--- config.mk ---
export PLATFORM = sky130hd
export DESIGN_NAME = decimal_int32_list_parser_unit
export DESIGN_NICKNAME = d
export VERILOG_FILES = /design/src/dilp_pkg.sv /design/src/dilp_front.sv /design/src/dilp_back.sv /design/src/decimal_int32_list_parser_unit.sv
export SDC_FILE = /design/constraint.sdc
export NUM_CORES = 1
export LEC_CHECK = 0
export ABC_AREA = 1
export BUFFER_PORTS_ARGS = -buffer_cell sky130_fd_sc_hd__buf_2
export CAP_MARGIN = 20
export CORE_UTILIZATION = 50
export DETAILED_ROUTE_END_ITERATION = 8
export GPL_TIMING_DRIVEN = 0
export HOLD_SLACK_MARGIN = 0.02
export PLACE_DENSITY = 0.65
export SYNTH_ARGS = -nofsm -noshare
export SYNTH_HDL_FRONTEND = slang
export SYNTH_HIERARCHICAL = 1
export SYNTH_SLANG_ARGS = --single-unit
--- constraint.sdc ---
create_clock -name clk -period 13.36 [get_ports clk]
set_input_delay 0.668 -clock clk [delete_from_list [all_inputs] [get_ports clk]]
set_output_delay 0.668 -clock clk [all_outputs]
set_load 0.05 [all_outputs]
--- src/dilp_pkg.sv ---
package dilp_pkg;

  localparam int unsigned QUEUE_DEPTH = 4;
  localparam int unsigned QUEUE_AW    = $clog2(QUEUE_DEPTH);
  localparam int unsigned QUEUE_CW    = $clog2(QUEUE_DEPTH + 1);

  localparam logic [7:0]  CHAR_ZERO  = 8'h30;
  localparam logic [7:0]  CHAR_NINE  = 8'h39;
  localparam logic [7:0]  CHAR_PLUS  = 8'h2B;
  localparam logic [7:0]  CHAR_MINUS = 8'h2D;
  localparam logic [7:0]  CHAR_NUL   = 8'h00;

  localparam logic [31:0] MAG_CAP    = 32'h8000_0000;
  localparam logic [31:0] INT32_MAX  = 32'h7FFF_FFFF;
  localparam logic [15:0] MAX_NUMBERS_RESET = 16'hFFFF;

  typedef struct packed {
    logic [7:0] text_byte;
    logic       end_of_text;
  } in_word_t;

  typedef struct packed {
    logic signed [31:0] number_value;
    logic [15:0]        number_index;
    logic               done_res;
    logic [15:0]        total_count;
  } out_word_t;

  typedef enum logic [2:0] {
    TK_DIGIT,
    TK_PLUS,
    TK_MINUS,
    TK_OTHER,
    TK_TERM
  } tok_kind_t;

  typedef struct packed {
    tok_kind_t  kind;
    logic [3:0] digit;
  } token_t;

endpackage

--- src/dilp_front.sv ---
module dilp_front (
  input  logic              clk,
  input  logic              rst_n,
  input  logic              in_valid,
  output logic              in_stall,
  input  dilp_pkg::in_word_t in_word,
  output logic              tok_valid,
  input  logic              tok_pop,
  output dilp_pkg::token_t  tok
);
  import dilp_pkg::*;

  token_t                  queue_r [QUEUE_DEPTH];
  logic [QUEUE_AW-1:0]     wr_ptr_r;
  logic [QUEUE_AW-1:0]     wr_ptr_nxt;
  logic [QUEUE_AW-1:0]     rd_ptr_r;
  logic [QUEUE_AW-1:0]     rd_ptr_nxt;
  logic [QUEUE_CW-1:0]     count_r;
  logic [QUEUE_CW-1:0]     count_nxt;
  logic                    push;
  logic                    pop;
  token_t                  cls;

  always_comb begin
    cls.digit = in_word.text_byte[3:0];
    if (in_word.end_of_text || in_word.text_byte == CHAR_NUL) begin
      cls.kind = TK_TERM;
    end else if (in_word.text_byte inside {[CHAR_ZERO:CHAR_NINE]}) begin
      cls.kind = TK_DIGIT;
    end else if (in_word.text_byte == CHAR_PLUS) begin
      cls.kind = TK_PLUS;
    end else if (in_word.text_byte == CHAR_MINUS) begin
      cls.kind = TK_MINUS;
    end else begin
      cls.kind = TK_OTHER;
    end
  end

  assign in_stall  = (count_r == QUEUE_CW'(QUEUE_DEPTH));
  assign tok_valid = (count_r != '0);
  assign tok       = queue_r[rd_ptr_r];
  assign push      = in_valid && !in_stall;
  assign pop       = tok_valid && tok_pop;

  always_comb begin
    wr_ptr_nxt = push ? QUEUE_AW'(wr_ptr_r + 1'b1) : wr_ptr_r;
    rd_ptr_nxt = pop  ? QUEUE_AW'(rd_ptr_r + 1'b1) : rd_ptr_r;
    count_nxt  = count_r;
    if (push && !pop) begin
      count_nxt = QUEUE_CW'(count_r + 1'b1);
    end else if (pop && !push) begin
      count_nxt = QUEUE_CW'(count_r - 1'b1);
    end
  end

  always_ff @(posedge clk) begin
    if (!rst_n) begin
      wr_ptr_r <= '0;
      rd_ptr_r <= '0;
      count_r  <= '0;
    end else begin
      wr_ptr_r <= wr_ptr_nxt;
      rd_ptr_r <= rd_ptr_nxt;
      count_r  <= count_nxt;
    end
  end

  always_ff @(posedge clk) begin
    if (push) begin
      queue_r[wr_ptr_r] <= cls;
    end
  end

endmodule

--- src/dilp_back.sv ---
module dilp_back (
  input  logic               clk,
  input  logic               rst_n,
  input  logic               cfg_wr_en,
  input  logic [15:0]        cfg_wr_data,
  input  logic               tok_valid,
  output logic               tok_pop,
  input  dilp_pkg::token_t   tok,
  output logic               out_valid,
  input  logic               out_stall,
  output dilp_pkg::out_word_t out_word
);
  import dilp_pkg::*;

  typedef enum logic [1:0] {
    SCAN_IDLE,
    SCAN_SIGN,
    SCAN_NUM
  } scan_t;

  scan_t       scan_r, scan_nxt, base_scan;
  logic        neg_r, neg_nxt, base_neg;
  logic [31:0] mag_r, mag_nxt;
  logic [15:0] found_r, found_nxt;
  logic [15:0] max_r;
  logic        out_valid_r, out_valid_nxt;
  out_word_t   out_word_r, out_word_nxt;
  logic        pend_valid_r, pend_valid_nxt;
  out_word_t   pend_word_r, pend_word_nxt;

  logic        out_free;
  logic        emit;
  logic [34:0] prod;
  logic [31:0] num_val;
  logic [1:0]  n_res;
  out_word_t   res0, res1, num_res;

  assign out_free  = !out_valid_r || !out_stall;
  assign tok_pop   = tok_valid && out_free && !pend_valid_r;
  assign out_valid = out_valid_r;
  assign out_word  = out_word_r;

  assign prod = ({3'b000, mag_r} << 3) + ({3'b000, mag_r} << 1) + 35'(tok.digit);

  always_comb begin
    if (neg_r) begin
      num_val = 32'd0 - mag_r;
    end else begin
      num_val = mag_r[31] ? INT32_MAX : mag_r;
    end
    num_res.number_value = num_val;
    num_res.number_index = found_r;
    num_res.done_res     = 1'b0;
    num_res.total_count  = '0;
  end

  always_comb begin
    scan_nxt  = scan_r;
    neg_nxt   = neg_r;
    mag_nxt   = mag_r;
    found_nxt = found_r;
    n_res     = 2'd0;
    res0      = num_res;
    res1      = '0;
    emit      = 1'b0;
    base_scan = scan_r;
    base_neg  = neg_r;
    if (tok_pop) begin
      case (tok.kind)
        TK_TERM: begin
          scan_nxt  = SCAN_IDLE;
          neg_nxt   = 1'b0;
          mag_nxt   = '0;
          found_nxt = '0;
          if (scan_r == SCAN_NUM) begin
            n_res             = 2'd2;
            res1.done_res     = 1'b1;
            res1.total_count  = 16'(found_r + 1'b1);
          end else begin
            n_res             = 2'd1;
            res0              = '0;
            res0.done_res     = 1'b1;
            res0.total_count  = found_r;
          end
        end
        default: begin
          if (scan_r == SCAN_NUM && tok.kind == TK_DIGIT) begin
            mag_nxt = (prod > {3'b000, MAG_CAP}) ? MAG_CAP : prod[31:0];
          end else begin
            emit = (scan_r == SCAN_NUM);
            if (emit) begin
              n_res     = 2'd1;
              found_nxt = 16'(found_r + 1'b1);
              base_scan = SCAN_IDLE;
              base_neg  = 1'b0;
              mag_nxt   = '0;
            end
            if (found_nxt >= max_r) begin
              scan_nxt = SCAN_IDLE;
              neg_nxt  = 1'b0;
            end else begin
              case (tok.kind)
                TK_DIGIT: begin
                  neg_nxt  = (base_scan == SCAN_SIGN) ? base_neg : 1'b0;
                  scan_nxt = SCAN_NUM;
                  mag_nxt  = 32'(tok.digit);
                end
                TK_PLUS: begin
                  scan_nxt = SCAN_SIGN;
                  neg_nxt  = 1'b0;
                end
                TK_MINUS: begin
                  scan_nxt = SCAN_SIGN;
                  neg_nxt  = 1'b1;
                end
                default: begin
                  scan_nxt = SCAN_IDLE;
                  neg_nxt  = 1'b0;
                end
              endcase
            end
          end
        end
      endcase
    end
  end

  always_comb begin
    out_valid_nxt  = out_valid_r && out_stall;
    out_word_nxt   = out_word_r;
    pend_valid_nxt = pend_valid_r;
    pend_word_nxt  = pend_word_r;
    if (out_free) begin
      if (pend_valid_r) begin
        out_valid_nxt  = 1'b1;
        out_word_nxt   = pend_word_r;
        pend_valid_nxt = 1'b0;
      end else if (n_res != 2'd0) begin
        out_valid_nxt  = 1'b1;
        out_word_nxt   = res0;
        pend_valid_nxt = (n_res == 2'd2);
        pend_word_nxt  = res1;
      end
    end
  end

  always_ff @(posedge clk) begin
    if (!rst_n) begin
      scan_r       <= SCAN_IDLE;
      neg_r        <= 1'b0;
      mag_r        <= '0;
      found_r      <= '0;
      max_r        <= MAX_NUMBERS_RESET;
      out_valid_r  <= 1'b0;
      pend_valid_r <= 1'b0;
    end else begin
      scan_r       <= scan_nxt;
      neg_r        <= neg_nxt;
      mag_r        <= mag_nxt;
      found_r      <= found_nxt;
      out_valid_r  <= out_valid_nxt;
      pend_valid_r <= pend_valid_nxt;
      if (cfg_wr_en) begin
        max_r <= cfg_wr_data;
      end
    end
    out_word_r  <= out_word_nxt;
    pend_word_r <= pend_word_nxt;
  end

endmodule

--- src/decimal_int32_list_parser_unit.sv ---
// Channel  Direction  Handshake              Word
// in_      input      in_valid / in_stall    in_word  (text_byte, end_of_text)
// out_     output     out_valid / out_stall  out_word (number_value, number_index,
//                                                      done_res, total_count)
// cfg_     input      cfg_wr_en              cfg_wr_data (max_numbers)
//
// One byte per cycle while in_stall is low; a byte is classified into a 4-entry
// token queue and the parser consumes one token per cycle when the output register
// is free and no second word is pending. A terminator that closes an open number
// gives two words and holds the parser until the second is passed on; the queue absorbs
// it. Reset (rst_n low, synchronous) empties the queue and output, sets max_numbers
// to 65535. out_stall holds the output word; the queue fills, then in_stall rises.
module decimal_int32_list_parser_unit (
  input  logic                clk,
  input  logic                rst_n,
  input  logic                in_valid,
  output logic                in_stall,
  input  dilp_pkg::in_word_t  in_word,
  output logic                out_valid,
  input  logic                out_stall,
  output dilp_pkg::out_word_t out_word,
  input  logic                cfg_wr_en,
  input  logic [15:0]         cfg_wr_data
);
  import dilp_pkg::*;

  logic   tok_valid;
  logic   tok_pop;
  token_t tok;

  dilp_front u_front (
    .clk       (clk),
    .rst_n     (rst_n),
    .in_valid  (in_valid),
    .in_stall  (in_stall),
    .in_word   (in_word),
    .tok_valid (tok_valid),
    .tok_pop   (tok_pop),
    .tok       (tok)
  );

  dilp_back u_back (
    .clk         (clk),
    .rst_n       (rst_n),
    .cfg_wr_en   (cfg_wr_en),
    .cfg_wr_data (cfg_wr_data),
    .tok_valid   (tok_valid),
    .tok_pop     (tok_pop),
    .tok         (tok),
    .out_valid   (out_valid),
    .out_stall   (out_stall),
    .out_word    (out_word)
  );

endmodule

==> qor.yml <==
outcome:
  status: "complete, no violations"
floorplan:
  die_area_um2: 25800
  core_um2: 24500
  rows: 57
  io_pins: 97
  die_h_um: 160
  initial_core_util_pct: 51.3
  die_x_um: 160
cells_and_area:
  layout.cells.most_common: "nand2_1"
  layout_common_cells: "nand2_1 (479), inv_1 (241), nor2_1 (170), a21oi_1 (119), edfxtp_1 (110)"
  final_cells: 2179
  fin_nets: 1964
  post_route_cells_drive_above_1_share_pct: 10.9
  area_delta_synth_final_pct: 12.1
  antenna_cells: 0
synthesis:
  yosys-top-cells-area: "edfxtp_1 (26%), nand2_1 (14%), dfxtp_1 (12%)"
  yosys.cell_types.count: 47
  ys_seq_elements: 188
  synthesis.nets: 1847
  synth_cells: 1725
  synth_flop_cell: "edfxtp_1"
  syn_area_um2: 12600
  synth_edf_count: 110
  ys_seq_area_share_pct: 38.7
  syn_avg_cell_area_um2: 7.28
  yosysWarnings: 6
  ys_async_sr_fraction_pct: 0
  yosys.area.top_type: "edfxtp_1"
  yosysTopAreaCellShare_pct: 26.3
timing:
  hold_viol: 0
  max_freq_ghz: 0.214
  finClkSkew_ns: 0.0156
  worst_pin_slew_ns: 0.963
  slew_headroom_pct: 35.7
  rsz0062_at_grt: "no"
  drv_slew: 0
  min_period_ns: 4.67
  setup_viol: 0
  finalCritPeriodShare_pct: 35.0
  fin_setup_tns_ns: 0
clock_network:
  clockBufferDepth: 2
  numCtsBuffers: 17
  clockRootBuffer: "clkbuf_16"
  cts_hold_buf: 0
  clkTransAtPathRegs_ns: 0.08
  htreeDepth: 4
  cts_tree: "yes"
  clk_latency_ns: 0.43
  ctsResizeCount: 0
  cts.sinks: 188
  post_cts.repair.setup_buffers: 0
routing:
  vias: 11800
  ant_nets: 0
  drtPass1Iterations: 5
  drt_iter0_drc: 1078
  remaining_drc_errors: 0
  routedWlPerCell_um: 15.9
  drt_wl_total_um: 34600
  vias_per_cell: 5.41
placed_design:
  dp_hpwl_um: 27500
  dp_cells: 2147
  port_buffers: 96
  place_congestion: 0.950
critical_path:
  crit_family: "simple AND/OR/NAND/NOR gates"
  cp.required_ns: 13.64
  cpMostUsedCell: "nand2_1"
  max_stage_delay_ns: 0.50
  worst_setup_path_end_kind: "flop"
  worstPathCellList: "nand3_1, nor2_1, nand2_1, nor2_1, nand2_1, nor3_1, nand2_1, nor4_1, xor2_1, nand2_1, nand2_1, ha_1, a21oi_1, o21ai_0, a21oi_1, nand3_1, nor2_1, inv_1, nand3_1, clkbuf_1, o21ai_0, nand2_1, a21oi_2"
  cp_max_fo: 10
  worstSetupPathType: "reg -> reg"
  critical_path.startpoint_type: "flop"
  cp.arrival_ns: 4.96
  crit_path_top_delay_cell: "dfxtp_1"
  r2r_slack_ns: 8.69
  crit_buf_inv: 2
pwr:
  p_leak_nw: 6.51
  ir_drop_mv: 0.120
  p_per_area_nw_per_um2: 180
global_route:
  grt.total_usage_pct: 27.0
  grt_pass1_vias: 10600
  grt_max_degree: 30
  grt_antenna_before_repair: 0
  grt_overflow: 0
  grt_pass1_wl_um: 54700
job:
  cap_viol_max_count: 0
worst_hold_path:
  hold_path.class: "in -> reg"
## cell usage after synthesis (all sizes together) (4+ instances only)
library cell and instances:
nand2 493, inv 247, nor2 182, a21oi 130, edfxtp 110, nand3 110, o21ai 101, ha 89
dfxtp 78, clkbuf 38, nor3 23, nand4 17, o31ai 16, xor2 15, buf 13, o22ai 13
a211oi 7, nand3b 7, a31oi 5, clkinv 4, o21bai 4, xnor2 4
## metal layers
metal / GRT usage [%] / vias up / part of all wire (%) / wire length (um)
met1: 38.8 / 5416 / 47 / 16100
met4: 7.19 / 0 / 1.8 / 629
li1: - / 5887 / - / -
met3: 4.21 / 47 / 7.6 / 2630
met2: 42.2 / 438 / 44 / 15200
met5: 0 / - / 0 / 0
## power by group
part | internal [mW] | switching, mW | leakage (nW)
sequential | 0.776 | 0.0616 | 1.67
clock | 0.251 | 0.245 | 0.282
combinational | 0.303 | 0.891 | 4.56
total | 1.33 | 1.20 | 6.51
## worst paths after layout
path / from / endpoint / cells after the start
setup / recovery: u_back/found_r[2]$_SDFFE_PN0P_ / u_back/mag_r[26]$_SDFFE_PN0P_ / 23
hold / removal: cfg_wr_data[10] / u_back/max_r[10]$_SDFFE_PN1P_ / 3
setup reg to reg: u_back/found_r[2]$_SDFFE_PN0P_ / u_back/mag_r[26]$_SDFFE_PN0P_ / 23
hold reg to reg: u_back/max_r[1]$_SDFFE_PN1P_ / u_back/max_r[1]$_SDFFE_PN1P_ / 2
## layout make-up
| type | instances | area (um^2) |
|---|---|---|
| Fill cell | 2409 | 10400 |
| Clock inverter | 14 | 146 |
| Tap cell | 324 | 405 |
| Buffer | 51 | 245 |
| Clock buffer | 18 | 429 |
| Inverter | 251 | 942 |
| Timing Repair Buffer | 98 | 528 |
| Multi-Input combinational cell | 1235 | 6520 |
| Sequential cell | 188 | 4860 |
## worst reg2reg max path, stage by stage (launching register included)
cell and delay (ns):
dfxtp_1 0.50, nand3_1 0.19, nor2_1 0.13, nand2_1 0.08, nor2_1 0.13, nand2_1 0.10, nor3_1 0.19, nand2_1 0.15
nor4_1 0.33, xor2_1 0.18, nand2_1 0.09, nand2_1 0.16, ha_1 0.28, a21oi_1 0.15, o21ai_0 0.10, a21oi_1 0.16
nand3_1 0.15, nor2_1 0.33, inv_1 0.23, nand3_1 0.25, clkbuf_1 0.37, o21ai_0 0.15, nand2_1 0.11, a21oi_2 0.05
## sequential cells by signal (all words and copies together), names as in the netlist, named ones only
register,flops
u_back/found_r,16
u_back/mag_r,32
u_back/max_r,16
u_back/neg_r,1
u_back/out_valid,1
u_back/out_word,65
u_back/pend_valid_r,1
u_back/pend_word_r,17
u_back/scan_r,2
u_front/count_r,3
u_front/queue_r,28
u_front/rd_ptr_r,2
u_front/wr_ptr_r,2
## kinds of logic after synthesis
kind of cell    count (synthesis)  share of synthesized area [%]
xor+xnor                       19                           1.33
compound gates                281                           12.4
buf+inv                       302                           9.46
flops                         188                           38.7
fa+ha+maj                      92                           9.35
simple gates                  843                           28.7
## through the flow
step	setup WS (ns)	hold WS [ns]	power, mW	util (%)	area, um^2
6_report	8.69	0.448	2.53	57.6	14100
3_3_place_gp	5.49	0.457	2.00	55.0	13400
3_5_place_dp	8.78	0.469	2.02	55.2	13500
2_1_floorplan	7.54	0.435	1.70	-	12600
4_1_cts	8.78	0.433	2.53	57.6	14100
5_1_grt	8.32	0.431	2.66	57.6	14100
No activity file was read; power rests on OpenSTA's default activity.
